### src/rtl/tlr_pkg.sv
// Shared types and constants of the thick line rasterizer.
// Used by every module of the block but tlr_fifo; depends on nothing.
package tlr_pkg;

  localparam int DIM_W = 12;
  localparam int PEN_W = 4;
  localparam int PIX_W = 11;
  localparam int ADDR_W = 22;
  localparam int COLOR_W = 32;
  localparam int REG_INDEX_W = 2;

  localparam logic [DIM_W-1:0] FRAME_WIDTH_RESET = 12'd640;
  localparam logic [DIM_W-1:0] FRAME_HEIGHT_RESET = 12'd480;
  localparam logic [PEN_W-1:0] PEN_WIDTH_RESET = 4'd1;

  typedef enum logic [REG_INDEX_W-1:0] {
    REG_FRAME_WIDTH  = 2'd0,
    REG_FRAME_HEIGHT = 2'd1,
    REG_PEN_WIDTH    = 2'd2
  } reg_index_t;

  typedef enum logic {
    ACT_START   = 1'b0,
    ACT_ADVANCE = 1'b1
  } action_t;

  typedef enum logic {
    CTR_IDLE,
    CTR_DIV
  } center_state_t;

  typedef struct packed {
    logic [DIM_W-1:0] fw;
    logic [DIM_W-1:0] fh;
    logic [PEN_W-1:0] pen;
    logic             wr;
  } frame_cfg_t;

  typedef struct packed {
    logic [PIX_W-1:0]   pix_x;
    logic [PIX_W-1:0]   pix_y;
    logic [ADDR_W-1:0]  addr;
    logic [COLOR_W-1:0] color;
    logic               last_of_point;
    logic               line_done;
  } pixel_t;

endpackage

### src/rtl/thick_line_rasterizer_wrap_core.sv
// Top level of the thick wrapping line rasterizer: configuration registers,
// front end, point queue, back end and pixel queue. Uses tlr_pkg.
//
//   channel  | handshake               | word
//   ---------+-------------------------+-----------------------------------------
//   input    | push / full             | action, endpoints, line_color
//   result   | empty / pop             | pixel_x/y, pixel_address, color, flags
//   config   | cfg_valid / cfg_ready   | cfg_index, cfg_data
//
// A start word emits nothing. An advance word on an active line emits p*p pixels,
// one pixel per cycle while the pixel queue has room, p being the clamped pen width,
// set by the pen sweep counters. A point more than one step from the previous point,
// and the first point after a register write, go through the bit-serial remainder
// units; other points reuse the previous wrapped point.
// Reset loads 640, 480 and 1 into the registers; no clearing pass is needed.
// full rises when the two-entry point queue is full; a withheld pop stalls the pixel path.
module thick_line_rasterizer_wrap_core import tlr_pkg::*; #(
  parameter int MAX_PEN = 8,
  parameter int MAX_FRAME_DIM = 2048,
  parameter int COORD_BITS = 13
) (
  input  logic                         clk,
  input  logic                         rst,
  input  logic                         push,
  output logic                         full,
  input  logic                         action,
  input  logic signed [COORD_BITS-1:0] start_x,
  input  logic signed [COORD_BITS-1:0] start_y,
  input  logic signed [COORD_BITS-1:0] end_x,
  input  logic signed [COORD_BITS-1:0] end_y,
  input  logic [COLOR_W-1:0]           line_color,
  output logic                         empty,
  input  logic                         pop,
  output logic [PIX_W-1:0]             pixel_x,
  output logic [PIX_W-1:0]             pixel_y,
  output logic [ADDR_W-1:0]            pixel_address,
  output logic [COLOR_W-1:0]           pixel_color,
  output logic                         last_of_point,
  output logic                         line_done,
  input  logic                         cfg_valid,
  output logic                         cfg_ready,
  input  logic [REG_INDEX_W-1:0]       cfg_index,
  input  logic [DIM_W-1:0]             cfg_data
);

  localparam int CMD_W = 2 * COORD_BITS + COLOR_W + 1;
  localparam int CMD_DEPTH = 2;
  localparam int OUT_DEPTH = 2;

  logic [DIM_W-1:0]             frame_width, frame_height;
  logic [PEN_W-1:0]             pen_width;
  frame_cfg_t                   cfg;
  logic                         cfg_wr;
  logic                         accept;

  logic                         cmd_push, cmd_pop, cmd_full, cmd_empty;
  logic signed [COORD_BITS-1:0] f_x, f_y;
  logic [COLOR_W-1:0]           f_color;
  logic                         f_last;
  logic [CMD_W-1:0]             cmd_din, cmd_dout;

  logic                         out_push, out_full;
  pixel_t                       out_pixel, out_word;
  logic [$bits(pixel_t)-1:0]    out_dout;

  assign cfg_ready = 1'b1;
  assign cfg_wr = cfg_valid && cfg_ready;

  always_ff @(posedge clk) begin
    if (rst) begin
      frame_width <= FRAME_WIDTH_RESET;
      frame_height <= FRAME_HEIGHT_RESET;
      pen_width <= PEN_WIDTH_RESET;
    end else if (cfg_wr) begin
      unique case (reg_index_t'(cfg_index))
        REG_FRAME_WIDTH:  frame_width <= cfg_data;
        REG_FRAME_HEIGHT: frame_height <= cfg_data;
        REG_PEN_WIDTH:    pen_width <= cfg_data[PEN_W-1:0];
        default: ;
      endcase
    end
  end

  always_comb begin
    cfg.wr = cfg_wr;
    if (frame_width == '0) begin
      cfg.fw = DIM_W'(1);
    end else if (int'(frame_width) > MAX_FRAME_DIM) begin
      cfg.fw = DIM_W'(MAX_FRAME_DIM);
    end else begin
      cfg.fw = frame_width;
    end
    if (frame_height == '0) begin
      cfg.fh = DIM_W'(1);
    end else if (int'(frame_height) > MAX_FRAME_DIM) begin
      cfg.fh = DIM_W'(MAX_FRAME_DIM);
    end else begin
      cfg.fh = frame_height;
    end
    if (pen_width == '0) begin
      cfg.pen = PEN_W'(1);
    end else if (int'(pen_width) > MAX_PEN) begin
      cfg.pen = PEN_W'(MAX_PEN);
    end else begin
      cfg.pen = pen_width;
    end
  end

  assign full = cmd_full;
  assign accept = push && !full;

  tlr_front #(.COORD_BITS(COORD_BITS)) u_front (
    .clk(clk), .rst(rst), .accept(accept), .action(action),
    .start_x(start_x), .start_y(start_y), .end_x(end_x), .end_y(end_y),
    .line_color(line_color), .cmd_push(cmd_push), .cmd_x(f_x), .cmd_y(f_y),
    .cmd_color(f_color), .cmd_last(f_last)
  );

  assign cmd_din = {f_last, f_color, f_y, f_x};

  tlr_fifo #(.WIDTH(CMD_W), .DEPTH(CMD_DEPTH)) u_cmd_fifo (
    .clk(clk), .rst(rst), .push(cmd_push), .din(cmd_din), .full(cmd_full),
    .pop(cmd_pop), .dout(cmd_dout), .empty(cmd_empty)
  );

  tlr_back #(.COORD_BITS(COORD_BITS), .MAX_PEN(MAX_PEN)) u_back (
    .clk(clk), .rst(rst), .cfg(cfg), .cmd_empty(cmd_empty), .cmd_pop(cmd_pop),
    .cmd_x(cmd_dout[COORD_BITS-1:0]),
    .cmd_y(cmd_dout[2*COORD_BITS-1:COORD_BITS]),
    .cmd_color(cmd_dout[2*COORD_BITS+COLOR_W-1:2*COORD_BITS]),
    .cmd_last(cmd_dout[CMD_W-1]),
    .out_full(out_full), .out_push(out_push), .out_pixel(out_pixel)
  );

  tlr_fifo #(.WIDTH($bits(pixel_t)), .DEPTH(OUT_DEPTH)) u_out_fifo (
    .clk(clk), .rst(rst), .push(out_push), .din(out_pixel), .full(out_full),
    .pop(pop), .dout(out_dout), .empty(empty)
  );

  assign out_word = pixel_t'(out_dout);
  assign pixel_x = out_word.pix_x;
  assign pixel_y = out_word.pix_y;
  assign pixel_address = out_word.addr;
  assign pixel_color = out_word.color;
  assign last_of_point = out_word.last_of_point;
  assign line_done = out_word.line_done;

endmodule

### src/rtl/tlr_fifo.sv
// Small register queue with full and empty flags.
// Depends on nothing; used for the point queue and the pixel queue.
module tlr_fifo #(
  parameter int WIDTH = 8,
  parameter int DEPTH = 2
) (
  input  logic             clk,
  input  logic             rst,
  input  logic             push,
  input  logic [WIDTH-1:0] din,
  output logic             full,
  input  logic             pop,
  output logic [WIDTH-1:0] dout,
  output logic             empty
);

  localparam int PTR_W = (DEPTH > 1) ? $clog2(DEPTH) : 1;
  localparam int CNT_W = $clog2(DEPTH + 1);

  logic [WIDTH-1:0] mem [DEPTH];
  logic [PTR_W-1:0] wr_ptr;
  logic [PTR_W-1:0] rd_ptr;
  logic [CNT_W-1:0] count;
  logic             do_push;
  logic             do_pop;

  assign full = (count == CNT_W'(DEPTH));
  assign empty = (count == '0);
  assign do_push = push && !full;
  assign do_pop = pop && !empty;
  assign dout = mem[rd_ptr];

  always_ff @(posedge clk) begin
    if (rst) begin
      wr_ptr <= '0;
      rd_ptr <= '0;
      count <= '0;
    end else begin
      if (do_push) begin
        wr_ptr <= (wr_ptr == PTR_W'(DEPTH - 1)) ? '0 : PTR_W'(wr_ptr + 1'b1);
      end
      if (do_pop) begin
        rd_ptr <= (rd_ptr == PTR_W'(DEPTH - 1)) ? '0 : PTR_W'(rd_ptr + 1'b1);
      end
      if (do_push && !do_pop) begin
        count <= CNT_W'(count + 1'b1);
      end else if (do_pop && !do_push) begin
        count <= CNT_W'(count - 1'b1);
      end
    end
  end

  always_ff @(posedge clk) begin
    if (do_push) begin
      mem[wr_ptr] <= din;
    end
  end

endmodule

### src/rtl/tlr_front.sv
// Front end: takes start and advance words, sets up and steps the Bresenham line.
// Uses tlr_pkg; feeds one point word per advance on an active line into the point queue.
module tlr_front import tlr_pkg::*; #(
  parameter int COORD_BITS = 13
) (
  input  logic                         clk,
  input  logic                         rst,
  input  logic                         accept,
  input  logic                         action,
  input  logic signed [COORD_BITS-1:0] start_x,
  input  logic signed [COORD_BITS-1:0] start_y,
  input  logic signed [COORD_BITS-1:0] end_x,
  input  logic signed [COORD_BITS-1:0] end_y,
  input  logic [COLOR_W-1:0]           line_color,
  output logic                         cmd_push,
  output logic signed [COORD_BITS-1:0] cmd_x,
  output logic signed [COORD_BITS-1:0] cmd_y,
  output logic [COLOR_W-1:0]           cmd_color,
  output logic                         cmd_last
);

  localparam int ERR_W = COORD_BITS + 3;

  logic                         line_active;
  logic signed [COORD_BITS-1:0] current_x;
  logic signed [COORD_BITS-1:0] current_y;
  logic signed [COORD_BITS-1:0] final_x;
  logic signed [COORD_BITS-1:0] final_y;
  logic signed [ERR_W-1:0]      error_term;
  logic signed [ERR_W-1:0]      error_step_keep;
  logic signed [ERR_W-1:0]      error_step_move;
  logic                         major_is_x;
  logic                         step_left;
  logic [COLOR_W-1:0]           held_color;

  logic                         do_start;
  logic                         swap;
  logic signed [COORD_BITS-1:0] xa, ya, xb, yb;
  logic signed [COORD_BITS:0]   dx_raw, dx_abs, dy;
  logic                         left_new, xmaj_new;
  logic signed [ERR_W-1:0]      dxe, dye, keep_new, move_new, init_new;
  logic                         last_point, move;
  logic signed [COORD_BITS-1:0] x_stepped, y_stepped;

  assign do_start = accept && (action_t'(action) == ACT_START);
  assign cmd_push = accept && (action_t'(action) == ACT_ADVANCE) && line_active;
  assign last_point = major_is_x ? (current_x == final_x) : (current_y == final_y);
  assign cmd_x = current_x;
  assign cmd_y = current_y;
  assign cmd_color = held_color;
  assign cmd_last = last_point;

  always_comb begin
    swap = start_y > end_y;
    xa = swap ? end_x : start_x;
    ya = swap ? end_y : start_y;
    xb = swap ? start_x : end_x;
    yb = swap ? start_y : end_y;
    dx_raw = (COORD_BITS + 1)'(xb) - (COORD_BITS + 1)'(xa);
    dy = (COORD_BITS + 1)'(yb) - (COORD_BITS + 1)'(ya);
    left_new = !(dx_raw > 0);
    dx_abs = left_new ? -dx_raw : dx_raw;
    xmaj_new = dx_abs > dy;
    dxe = ERR_W'(dx_abs);
    dye = ERR_W'(dy);
    keep_new = xmaj_new ? (dye <<< 1) : (dxe <<< 1);
    move_new = xmaj_new ? ((dye - dxe) <<< 1) : ((dxe - dye) <<< 1);
    init_new = keep_new - (xmaj_new ? dxe : dye);
  end

  always_comb begin
    move = !error_term[ERR_W-1];
    x_stepped = step_left ? COORD_BITS'(current_x - 1'b1) : COORD_BITS'(current_x + 1'b1);
    y_stepped = COORD_BITS'(current_y + 1'b1);
  end

  always_ff @(posedge clk) begin
    if (rst) begin
      line_active <= 1'b0;
    end else if (do_start) begin
      line_active <= 1'b1;
    end else if (cmd_push && last_point) begin
      line_active <= 1'b0;
    end
  end

  always_ff @(posedge clk) begin
    if (do_start) begin
      current_x <= xa;
      current_y <= ya;
      final_x <= xb;
      final_y <= yb;
      error_term <= init_new;
      error_step_keep <= keep_new;
      error_step_move <= move_new;
      major_is_x <= xmaj_new;
      step_left <= left_new;
      held_color <= line_color;
    end else if (cmd_push && !last_point) begin
      if (major_is_x) begin
        current_x <= x_stepped;
        if (move) begin
          current_y <= y_stepped;
        end
      end else begin
        current_y <= y_stepped;
        if (move) begin
          current_x <= x_stepped;
        end
      end
      error_term <= error_term + (move ? error_step_move : error_step_keep);
    end
  end

endmodule

### src/rtl/tlr_wrap_div.sv
// Bit-serial remainder unit: reduces a signed coordinate into 0..modulus-1.
// Uses tlr_pkg; one quotient bit per cycle, done pulses after the last bit.
module tlr_wrap_div import tlr_pkg::*; #(
  parameter int COORD_BITS = 13
) (
  input  logic                         clk,
  input  logic                         rst,
  input  logic                         start,
  input  logic signed [COORD_BITS-1:0] value,
  input  logic [DIM_W-1:0]             modulus,
  output logic                         done,
  output logic [DIM_W-1:0]             result
);

  localparam int CNT_W = $clog2(COORD_BITS + 1);

  logic                  busy;
  logic [CNT_W-1:0]      cnt;
  logic [COORD_BITS-1:0] mag;
  logic [DIM_W-1:0]      rem;
  logic                  neg;
  logic [DIM_W:0]        trial;

  assign trial = {rem, mag[COORD_BITS-1]};
  assign result = (neg && (rem != '0)) ? DIM_W'(modulus - rem) : rem;

  always_ff @(posedge clk) begin
    if (rst) begin
      busy <= 1'b0;
      done <= 1'b0;
      cnt <= '0;
    end else begin
      done <= busy && (cnt == CNT_W'(1));
      if (start) begin
        busy <= 1'b1;
        cnt <= CNT_W'(COORD_BITS);
      end else if (busy) begin
        cnt <= CNT_W'(cnt - 1'b1);
        if (cnt == CNT_W'(1)) begin
          busy <= 1'b0;
        end
      end
    end
  end

  always_ff @(posedge clk) begin
    if (start) begin
      mag <= value[COORD_BITS-1] ? $unsigned(COORD_BITS'(-value)) : $unsigned(value);
      rem <= '0;
      neg <= value[COORD_BITS-1];
    end else if (busy) begin
      mag <= mag << 1;
      rem <= (trial >= {1'b0, modulus}) ? DIM_W'(trial - {1'b0, modulus}) : DIM_W'(trial);
    end
  end

endmodule

### src/rtl/tlr_back.sv
// Back end: wraps each line point into the frame, sweeps the pen square and
// forms pixel addresses. Uses tlr_pkg and two tlr_wrap_div units.
module tlr_back import tlr_pkg::*; #(
  parameter int COORD_BITS = 13,
  parameter int MAX_PEN = 8
) (
  input  logic                         clk,
  input  logic                         rst,
  input  frame_cfg_t                   cfg,
  input  logic                         cmd_empty,
  output logic                         cmd_pop,
  input  logic signed [COORD_BITS-1:0] cmd_x,
  input  logic signed [COORD_BITS-1:0] cmd_y,
  input  logic [COLOR_W-1:0]           cmd_color,
  input  logic                         cmd_last,
  input  logic                         out_full,
  output logic                         out_push,
  output pixel_t                       out_pixel
);

  localparam int KMAX = MAX_PEN / 2;
  localparam int CNT_W = (MAX_PEN > 1) ? $clog2(MAX_PEN) : 1;

  function automatic logic [DIM_W-1:0] wrap_inc(input logic [DIM_W-1:0] v,
                                               input logic [DIM_W-1:0] m);
    logic [DIM_W:0] s;
    s = {1'b0, v} + 1'b1;
    return (s == {1'b0, m}) ? '0 : DIM_W'(s);
  endfunction

  function automatic logic [DIM_W-1:0] wrap_dec(input logic [DIM_W-1:0] v,
                                               input logic [DIM_W-1:0] m);
    return (v == '0) ? DIM_W'(m - 1'b1) : DIM_W'(v - 1'b1);
  endfunction

  function automatic logic [DIM_W-1:0] wrap_back(input logic [DIM_W-1:0] c,
                                                input logic [PEN_W-1:0] k,
                                                input logic [DIM_W-1:0] m);
    logic signed [DIM_W:0] v;
    v = $signed({1'b0, c}) - $signed({{(DIM_W + 1 - PEN_W){1'b0}}, k});
    for (int i = 0; i < KMAX; i++) begin
      if (v < 0) begin
        v = v + $signed({1'b0, m});
      end
    end
    return DIM_W'(v);
  endfunction

  center_state_t                state, state_next;
  logic                         center_valid;
  logic                         cache_valid;
  logic signed [COORD_BITS-1:0] prev_x, prev_y;
  logic [DIM_W-1:0]             ctr_x, ctr_y;
  logic [COLOR_W-1:0]           ctr_color;
  logic                         ctr_last;

  logic signed [COORD_BITS:0]   diff_x, diff_y;
  logic                         hit;
  logic [DIM_W-1:0]             hit_x, hit_y;
  logic                         take;
  logic                         div_start, div_done, done_x, done_y;
  logic [DIM_W-1:0]             div_x, div_y;

  logic                         sw_valid;
  logic [DIM_W-1:0]             sx, sy, row_x;
  logic [CNT_W-1:0]             col, row;
  logic [COLOR_W-1:0]           sw_color;
  logic                         sw_last;
  logic [PEN_W-1:0]             pen_m1, pen_k;
  logic                         col_end, row_end, pix_last;
  logic [DIM_W-1:0]             corner_x, corner_y;

  logic                         adv;
  logic                         m_valid;
  logic [DIM_W-1:0]             m_px, m_py;
  logic [2*DIM_W-1:0]           m_prod, addr_full;
  logic [COLOR_W-1:0]           m_color;
  logic                         m_lop, m_ld;

  always_comb begin
    diff_x = (COORD_BITS + 1)'(cmd_x) - (COORD_BITS + 1)'(prev_x);
    diff_y = (COORD_BITS + 1)'(cmd_y) - (COORD_BITS + 1)'(prev_y);
    hit = cache_valid && (diff_x >= -1) && (diff_x <= 1) && (diff_y >= -1) && (diff_y <= 1);
    hit_x = (diff_x == 0) ? ctr_x : ((diff_x > 0) ? wrap_inc(ctr_x, cfg.fw) : wrap_dec(ctr_x, cfg.fw));
    hit_y = (diff_y == 0) ? ctr_y : ((diff_y > 0) ? wrap_inc(ctr_y, cfg.fh) : wrap_dec(ctr_y, cfg.fh));
  end

  assign take = center_valid && (!sw_valid || (adv && pix_last));
  assign div_done = done_x && done_y;
  assign div_start = cmd_pop && !hit;

  always_comb begin
    state_next = state;
    cmd_pop = 1'b0;
    unique case (state)
      CTR_IDLE: begin
        if (!cmd_empty && (!center_valid || take)) begin
          cmd_pop = 1'b1;
          if (!hit) begin
            state_next = CTR_DIV;
          end
        end
      end
      CTR_DIV: begin
        if (div_done) begin
          state_next = CTR_IDLE;
        end
      end
      default: state_next = CTR_IDLE;
    endcase
  end

  always_ff @(posedge clk) begin
    if (rst) begin
      state <= CTR_IDLE;
    end else begin
      state <= state_next;
    end
  end

  tlr_wrap_div #(.COORD_BITS(COORD_BITS)) u_div_x (
    .clk(clk), .rst(rst), .start(div_start), .value(cmd_x), .modulus(cfg.fw),
    .done(done_x), .result(div_x)
  );

  tlr_wrap_div #(.COORD_BITS(COORD_BITS)) u_div_y (
    .clk(clk), .rst(rst), .start(div_start), .value(cmd_y), .modulus(cfg.fh),
    .done(done_y), .result(div_y)
  );

  always_ff @(posedge clk) begin
    if (rst) begin
      center_valid <= 1'b0;
      cache_valid <= 1'b0;
    end else begin
      if (cmd_pop && hit) begin
        center_valid <= 1'b1;
      end else if ((state == CTR_DIV) && div_done) begin
        center_valid <= 1'b1;
      end else if (take) begin
        center_valid <= 1'b0;
      end
      if (cfg.wr || div_start) begin
        cache_valid <= 1'b0;
      end else if ((state == CTR_DIV) && div_done) begin
        cache_valid <= 1'b1;
      end
    end
  end

  always_ff @(posedge clk) begin
    if (cmd_pop) begin
      prev_x <= cmd_x;
      prev_y <= cmd_y;
      ctr_color <= cmd_color;
      ctr_last <= cmd_last;
      if (hit) begin
        ctr_x <= hit_x;
        ctr_y <= hit_y;
      end
    end else if ((state == CTR_DIV) && div_done) begin
      ctr_x <= div_x;
      ctr_y <= div_y;
    end
  end

  always_comb begin
    pen_m1 = PEN_W'(cfg.pen - 1'b1);
    pen_k = cfg.pen >> 1;
    col_end = PEN_W'(col) >= pen_m1;
    row_end = PEN_W'(row) >= pen_m1;
    pix_last = col_end && row_end;
    corner_x = wrap_back(ctr_x, pen_k, cfg.fw);
    corner_y = wrap_back(ctr_y, pen_k, cfg.fh);
  end

  always_ff @(posedge clk) begin
    if (rst) begin
      sw_valid <= 1'b0;
    end else if (take) begin
      sw_valid <= 1'b1;
    end else if (sw_valid && adv && pix_last) begin
      sw_valid <= 1'b0;
    end
  end

  always_ff @(posedge clk) begin
    if (take) begin
      sx <= corner_x;
      row_x <= corner_x;
      sy <= corner_y;
      col <= '0;
      row <= '0;
      sw_color <= ctr_color;
      sw_last <= ctr_last;
    end else if (sw_valid && adv) begin
      if (col_end) begin
        col <= '0;
        sx <= row_x;
        sy <= wrap_inc(sy, cfg.fh);
        row <= CNT_W'(row + 1'b1);
      end else begin
        col <= CNT_W'(col + 1'b1);
        sx <= wrap_inc(sx, cfg.fw);
      end
    end
  end

  assign adv = !m_valid || !out_full;

  always_ff @(posedge clk) begin
    if (rst) begin
      m_valid <= 1'b0;
    end else if (adv) begin
      m_valid <= sw_valid;
    end
  end

  always_ff @(posedge clk) begin
    if (adv) begin
      m_px <= sx;
      m_py <= sy;
      m_prod <= cfg.fw * sy;
      m_color <= sw_color;
      m_lop <= pix_last;
      m_ld <= pix_last && sw_last;
    end
  end

  assign addr_full = m_prod + (2 * DIM_W)'(m_px);
  assign out_push = m_valid && !out_full;

  always_comb begin
    out_pixel.pix_x = m_px[PIX_W-1:0];
    out_pixel.pix_y = m_py[PIX_W-1:0];
    out_pixel.addr = addr_full[ADDR_W-1:0];
    out_pixel.color = m_color;
    out_pixel.last_of_point = m_lop;
    out_pixel.line_done = m_ld;
  end

  a_done_only_in_div: assert property (@(posedge clk) disable iff (rst)
    div_done |-> (state == CTR_DIV))
    else $error("remainder result arrived outside a divide");

  a_center_after_div: assert property (@(posedge clk) disable iff (rst)
    ((state == CTR_DIV) && div_done) |=> center_valid)
    else $error("finished divide did not load the center register");

  a_sweep_stops: assert property (@(posedge clk) disable iff (rst)
    (sw_valid && adv && pix_last && !center_valid) |=> !sw_valid)
    else $error("pen sweep kept running past its last pixel");

endmodule
### config.mk
export PLATFORM = sky130hd
export DESIGN_NAME = thick_line_rasterizer_wrap_core
export DESIGN_NICKNAME = d
export VERILOG_FILES = /design/src/rtl/tlr_pkg.sv /design/src/rtl/thick_line_rasterizer_wrap_core.sv /design/src/rtl/tlr_fifo.sv /design/src/rtl/tlr_front.sv /design/src/rtl/tlr_wrap_div.sv /design/src/rtl/tlr_back.sv
export SDC_FILE = /design/constraint.sdc
export NUM_CORES = 2
export LEC_CHECK = 0
export BUFFER_PORTS_ARGS = -buffer_cell sky130_fd_sc_hd__buf_4
export CELL_PAD_IN_SITES_DETAIL_PLACEMENT = 0
export CELL_PAD_IN_SITES_GLOBAL_PLACEMENT = 1
export CORE_UTILIZATION = 56
export CTS_BUF_LIST = sky130_fd_sc_hd__clkbuf_4 sky130_fd_sc_hd__clkbuf_8
export DETAILED_ROUTE_END_ITERATION = 8
export PLACE_DENSITY_LB_ADDON = 0.15
export REMOVE_ABC_BUFFERS = 1
export SLEW_MARGIN = 20
export SYNTH_ARGS = -nofsm -noshare
export SYNTH_HDL_FRONTEND = slang
export SYNTH_SLANG_ARGS = --single-unit
### constraint.sdc
create_clock -name clk -period 23.5 [get_ports clk]
set_input_delay 2.35 -clock clk [delete_from_list [all_inputs] [get_ports clk]]
set_output_delay 2.35 -clock clk [all_outputs]
set_load 0.02 [all_outputs]
Yosys cells after proc, flatten, opt, wreduce, memory -nomap -nowiden
Memories as Yosys holds them, arrays and structs flattened. A register that Yosys moved wholly into a read port is not among the register bits.
Cells that the tools add are included.
{"block": "word_totals", "ram_bits": 274, "regBits": 477, "in_bits": 104, "mem_count": 2}
{"name": "u_out_fifo.mem", "words": 2, "word_bits": 78, "read_ports": 1, "rd_clocked_by_memory_dff": 1, "write_ports": 1, "line": "tlr_fifo.sv:20", "text": "logic [WIDTH-1:0] mem [DEPTH];"}
{"name": "u_cmd_fifo.mem", "words": 2, "word_bits": 59, "read_ports": 1, "rd_clocked_by_memory_dff": 1, "write_ports": 1, "line": "tlr_fifo.sv:20"}
{"block": "op_classes", "n_reduce_logical": 86, "n_mul": 1, "bitwise_logic": 2, "n_eq_ne": 17, "mux": 107, "n_addsub": 50, "n_lt_le_gt_ge": 24}
{"cell": "two-way mux 12 bit", "n": 32}
{"cell": "two-way mux 13 bit", "n": 25}
{"cell": "less-than comparator 13 x 1 -> 1 bit, second input constant", "n": 8}
{"cell": "two-way mux 16 bit", "n": 6}
{"cell": "adder 13 bit", "n": 6}
{"cell": "logical NOT 32 bit", "n": 2}
{"cell": "subtractor 13 x 13 -> 14 bit", "n": 4}
{"cell": "adder 12 x 1 -> 13 bit, second input constant", "n": 4}
{"cell": "equality test 13 x 12 -> 1 bit", "n": 4}
{"cell": "logical NOT 12 bit", "n": 4}
{"cell": "subtractor 12 x 1 -> 12 bit, second input constant", "n": 4}
{"cell": "subtractor 12 bit", "n": 4}
{"cell": "greater-than comparator 14 x 1 -> 1 bit, second input constant", "n": 3}
{"cell": "logical AND 1 bit", "n": 34}
{"cell": "two-way mux 1 bit", "n": 31}
{"cell": "subtractor 14 x 14 -> 15 bit", "n": 2}
{"cell": "greater-or-equal comparator 14 x 1 -> 1 bit, second input constant", "n": 2}
{"cell": "<= comparator 14 x 2 -> 1 bit, second input constant", "n": 2}
{"cell": "adder 13 x 1 -> 13 bit, second input constant", "n": 2}
{"cell": "equality test 13 bit", "n": 2}
{"cell": "greater-or-equal comparator 13 x 12 -> 1 bit", "n": 2}
{"cell": "negator 13 bit", "n": 2}
{"cell": "subtractor 12 x 3 -> 13 bit", "n": 2}
{"cell": "adder 12 bit", "n": 2}
{"cell": "other kinds (37)", "n": 98}

Longest topological paths before layout
{"block": "depth", "depth_word": 17, "mapped_depth": 60, "depth_no_buf": 53}

Modules after synthesis
A second synthesis with hierarchy kept.
{"block": "unflattened", "cells_unflattened": 5028, "hier_area_um2": 51685.8}
{"mod": "tlr_back", "n_inst": 1, "cells_each": 2368, "area_each_um2": 22706.8}
{"mod": "tlr_front", "n_inst": 1, "cells_each": 1303, "area_each_um2": 11423.5}
{"mod": "tlr_fifo (u_out_fifo)", "n_inst": 1, "cells_each": 268, "area_each_um2": 5925.7}
{"mod": "tlr_fifo (u_cmd_fifo)", "n_inst": 1, "cells_each": 209, "area_each_um2": 4479.3}
{"mod": "tlr_wrap_div (u_back.u_div_y)", "n_inst": 1, "cells_each": 376, "area_each_um2": 3042.9}
{"mod": "tlr_wrap_div (u_back.u_div_x)", "n_inst": 1, "cells_each": 340, "area_each_um2": 2854.0}
{"mod": "thick_line_rasterizer_wrap_core", "n_inst": 1, "cells_each": 164, "area_each_um2": 1253.7}

Least setup slack after synthesis
OpenSTA, ideal clock, no wires.
{"block": "synth_path", "path_kind": "input port to flip-flop", "from": "input end_y[10]", "to": "register u_front.error_term[14], data pin", "path_stages": 54, "n_path_buf": 8, "slack_ns": 10.516, "arrival_time_ns": 12.716, "required_ns": 23.232, "cell_sequence": "inv_1 > ha_1 > buf_2 > nand3_2 > or4_4 > a31o_2 > a21oi_2 > nor2_1 > clkbuf_1 > clkbuf_1 > clkbuf_1 > buf_1 > o22a_1 > ha_1 > or4_1 > and4_1 > a2111oi_2 > o211ai_1 > (+18 left out) > clkbuf_1 > o21ai_0 > fa_1 > a21o_1 > a21oi_1 > nor2_1 > o21a_1 > o21ai_0 > nand2b_1 > a21oi_1 > o21bai_1 > a21oi_1 > o21bai_1 > a21oi_1 > o21bai_1 > a21oi_1 > xor2_1 > o21ai_0"}
{"block": "synth_via", "elab_chain_cells": 9, "elab_cells_between_ends": 15, "classes_between": "add/sub: 4; order compare: 3; mux: 8"}
{"element": "from (decl)", "line": "thick_line_rasterizer_wrap_core.sv:30", "text": "input logic signed [COORD_BITS-1:0] end_y,"}
{"element": "greater-than comparator 13 bit", "line": "tlr_front.sv:54", "text": "swap = start_y > end_y;"}
{"element": "two-way mux 13 bit, on equally long branches", "line": "tlr_front.sv:57, tlr_front.sv:55"}
{"element": "subtractor 13 x 13 -> 14 bit", "line": "tlr_front.sv:59", "text": "dx_raw = (COORD_BITS + 1)'(xb) - (COORD_BITS + 1)'(xa);"}
{"element": "negator 14 bit / greater-than comparator 14 x 1 -> 1 bit (equally long branches)", "line": "tlr_front.sv:62, tlr_front.sv:61"}
{"element": "two-way mux 14 bit", "line": "tlr_front.sv:62", "text": "dx_abs = left_new ? -dx_raw : dx_raw;"}
{"element": "greater-than comparator 14 bit", "line": "tlr_front.sv:63", "text": "xmaj_new = dx_abs > dy;"}
{"element": "two-way mux 16 bit, on equally long branches", "line": "tlr_front.sv:66, tlr_front.sv:68"}
{"element": "subtractor 16 bit (*)", "line": "tlr_front.sv:68", "text": "init_new = keep_new - (xmaj_new ? dxe : dye);"}
{"element": "two-way mux 16 bit (*)", "line": "tlr_front.sv:88", "text": "if (do_start) begin"}
{"element": "to (signal assigned)", "line": "tlr_front.sv:93", "text": "error_term <= init_new;"}
{"element": "to (signal assigned)", "line": "tlr_front.sv:111", "text": "error_term <= error_term + (move ? error_step_move : error_step_keep);"}
{"element": "to (decl)", "line": "tlr_front.sv:29", "text": "logic signed [ERR_W-1:0] error_term;"}
Mark *: on every way between the ends. The rest lies on a longest branch, timed or not.
A chain may end at the register's enable or synchronous reset.

Final worst setup path
{"block": "layout_path", "from": "input end_y[12]", "to": "register u_front.error_term[14], data pin"}
Same word-level chain as after synthesis.

==> summary.md <==
| Metric | Value |
|---|---|
| Status | finished, final reports clean |
| Leakage | approximately 22 nW |
| Die ar. | 89500 sq um |
| Worst VDD drop | ~0.055 mV |
| Period utilisation layout | slightly below 60% |
| Yosys Warn Count | 0 |
| CTS tree | yes |
| Number of setup buffers added after CTS | 0 |
| # resized after CTS | 0 |
| Headroom to the max-slew limit | between 20% and 30% |
| Avg Cell Area, Syn | slightly above 10 sq um |
| Finished Cell Area | 54600 sq um |
| Total wire length | about 120000 um |
| Mapped cell area | slightly below 50000 sq um |
| Slew Limit Fails | 0 |
| Fill count | approximately 7.2k |
| Most frequent cells in the layout | 663 x edfxtp_1, 468 x nand2_1, 409 x inv_1 |
| Synth unique cells | 93 |
| Clk_lat worst skew | roughly 0.82 ns |
| Hold_buf cts | 0 |
| Crit Path Max Fanout | 57 |
| Worst EP arrival | about 14 ns |
| Gpl congestion | ~0.9 |
| Number of synthesized flops with an enable pin | around 660 |
| Final worst setup slack | a little under 10 ns |
| DRC | 0 |
| CTS max path bufs | 3 |
| Placed Area | ~52000 sq um |
| Slew @ Worst Pin | between 1 and 1.5 ns |
| Top Ports | around 190 |
| Critical path capture point type | flip-flop |
| FFs w/ async S/R, synth | 0% |
| Crit path top cell by count | a21oi_1 |
| Fmax | between 70 and 80 MHz |
| Reg-to-reg slack, setup | between 10 and 15 ns |
| H-tree Lvls | 3 |
| DRT iter0 DRCs | 1862 |
| Antenna-violating nets left | 0 |
| CP startpoint kind | input pin |
| Post-DP HPWL | around 84000 um |
| Final Hold Viols | 0 |
| Area Growth Syn to Fin | 10.5% |
| Antenna violations before repair | 1 |
| Row count | approximately 110 |
| Met1 global-route usage | 33.3% |
| Die height | roughly 300 um |
| Met3 Resource Use GR | under 10% |
| Required @ worst endpoint | around 24 ns |
| Register bit total from synthesis | roughly 750 |
| TNS Setup | 0 ns |
| Fin crit period | 13.76 ns |
| Slowest stage cell on the critical path | ha_1 |
| RSZ-0062 raised after global routing | false |
| Layout cells sized above 1 | approximately an eighth |
| Register area | around 22000 sq um |
| Largest net degree at the start of global routing | just over 70 |
| Max Cap Viol | 0 |
| Final setup viols | 0 |
| Clk root buf | clkbuf_8 |
| Post-synthesis sequential area ratio | 43.8% |
| Vias/cell | about 5.6 |
| Total CTS buffers | between 100 and 150 |
| Vias in the first global route | 35.0k |
| Most common cell after layout, fill and taps aside | edfxtp_1 |
| WS Path Type | input pin to flip-flop |
| Delay of the slowest critical-path stage | 0.75 ns |
| Vias | around 35k |
| Gr busiest metal | met2 |
| Post-Layout Cell Count | between 6k and 7k |
| GR Layer Usage met2 | between 40 and 50% |
| Final core occ | 62.7% |
| Die outline width | ~300 um |
| Global-route wire length before repair | roughly 180000 um |
| Core Footprint | a little under 90000 sq um |
| Dpl ws | 9.01 ns |
| Drt wl/cell | 18.4 um |
| Hold Path Class | flip-flop to flip-flop |
| Placed Cells | roughly 6k |
| Power per cell area | a little under 100 nW/um^2 |
| GRT Util Overall | 25.9% |
| I/O Buffers | 183 |
| Syn Inst Count | approximately 4.8k |
| CTS sink cnt | about 750 |
| Area taken by multi-input logic gates | ~26000 sq um |
| DR pass1 iterations | 5 |
| Skew final | 0.0638 ns |
| CTS clk-pin slew, worst paths | 0.06 ns |
| Remaining Overflow, GRT | 0 |
| Leading register cell type out of synthesis | edfxtp_1 |
| Initial core utilization | between 50% and 60% |
| Final nets | 5553 |
==> Yosys cell counts (15+ instances only) <==
library cell  count  share of area, %
a211oi_1         50              0.76
a21boi_0         20              0.30
a21o_1          109               1.7
a21oi_1         325               3.3
a31oi_1          47              0.59
and2_1           82               1.0
and3_1           36              0.46
buf_1            19              0.14
clkbuf_1        159               1.2
dfxtp_1          86               3.5
edfxtp_1        663                40
fa_1            121               4.9
ha_1            344               8.7
inv_1           410               3.1
mux2_2          155               3.5
mux2i_1          62               1.3
nand2_1         469               3.6
nand2b_1         62              0.78
nand3_1          78              0.79
nand3b_1         17              0.26
nand4_1          31              0.39
nor2_1          302               2.3
nor2b_1          62              0.78
nor3_1           64              0.65
nor4_1           32              0.40
o211ai_1         19              0.29
o21a_1           20              0.30
o21ai_0         257               2.6
o21bai_1         58              0.88
o22ai_1          15              0.19
o31ai_1          16              0.24
or3_1            24              0.30
xnor2_1         258               4.6
xor2_1          161               2.9
==> flip-flops by register name (all words and copies together) (netlist names), 14 cells and up, named ones only <==
signal / count
u_front.error_step_keep: 14
u_cmd_fifo.mem: 118
u_front.error_term: 15
u_back.ctr_color: 32
u_front.error_step_move: 15
u_back.m_prod: 22
u_out_fifo.mem: 156
u_front.cmd_color: 32
u_back.sw_color: 32
u_back.m_color: 32
==> final cells by class <==
type	instances	area share, %
diodes	1	0.00458
inverters	418	2.88
flip-flops and latches	749	39.6
clock buffers	169	3.80
clock inverters	61	0.989
repair buffers	239	3.28
well taps	1155	2.64
multi-input cells	3456	46.8
==> where the power goes <==
group | internal (mW) | total [mW] | switching [mW]
clock network | 0.647 | 1.20 | 0.549
registers | 1.75 | 1.86 | 0.116
logic | 0.919 | 2.20 | 1.28
total | 3.31 | 5.26 | 1.94
==> per-layer routing <==
layer	wire length [um]	up-vias
met3	4660	199
met1	50700	16900
met2	55400	762
met4	4340	0
met5	0	-
li1	-	17400
==> worst max-delay path: cells and delay by family <==
kind	cells	cell delay [ns]
AO/OA/AOI/OAI	28	6.07
AND/OR/NAND/NOR	11	1.86
adder cells (fa/ha/maj)	4	1.82
buffers and inverters	6	1.41
XOR/XNOR	3	0.74
==> per-stage QoR <==
stage / hold WS [ns] / total power, mW
finish: 0.414 / 5.26
global placement: 0.400 / 4.04
floorplan: 0.400 / 3.54
detailed placement: 0.405 / 4.07
CTS: 0.415 / 5.29
global route: 0.421 / 5.63
==> worst paths after layout <==
check                                           from                     end  cells after the start
worst max-delay path                       end_y[12]  u_front.error_term[14]                     52
worst min-delay path            u_back.ctr_color[28]     u_back.sw_color[28]                      0
worst max register to register          pen_width[3]           u_back.sy[11]                     39
worst min register to register  u_back.ctr_color[28]     u_back.sw_color[28]                      0
==> cells by family after synthesis <==
logic type | Yosys count | share of synthesized area [%]
simple gates | 1310 | 12.6
compound gates | 1032 | 12.9
flops | 749 | 43.8
buf+inv | 607 | 4.65
fa+ha+maj | 476 | 13.8
xor+xnor | 420 | 7.46
mux | 217 | 4.79
other cells | 1 | 0.00759
(Power assumes the default switching activity.)
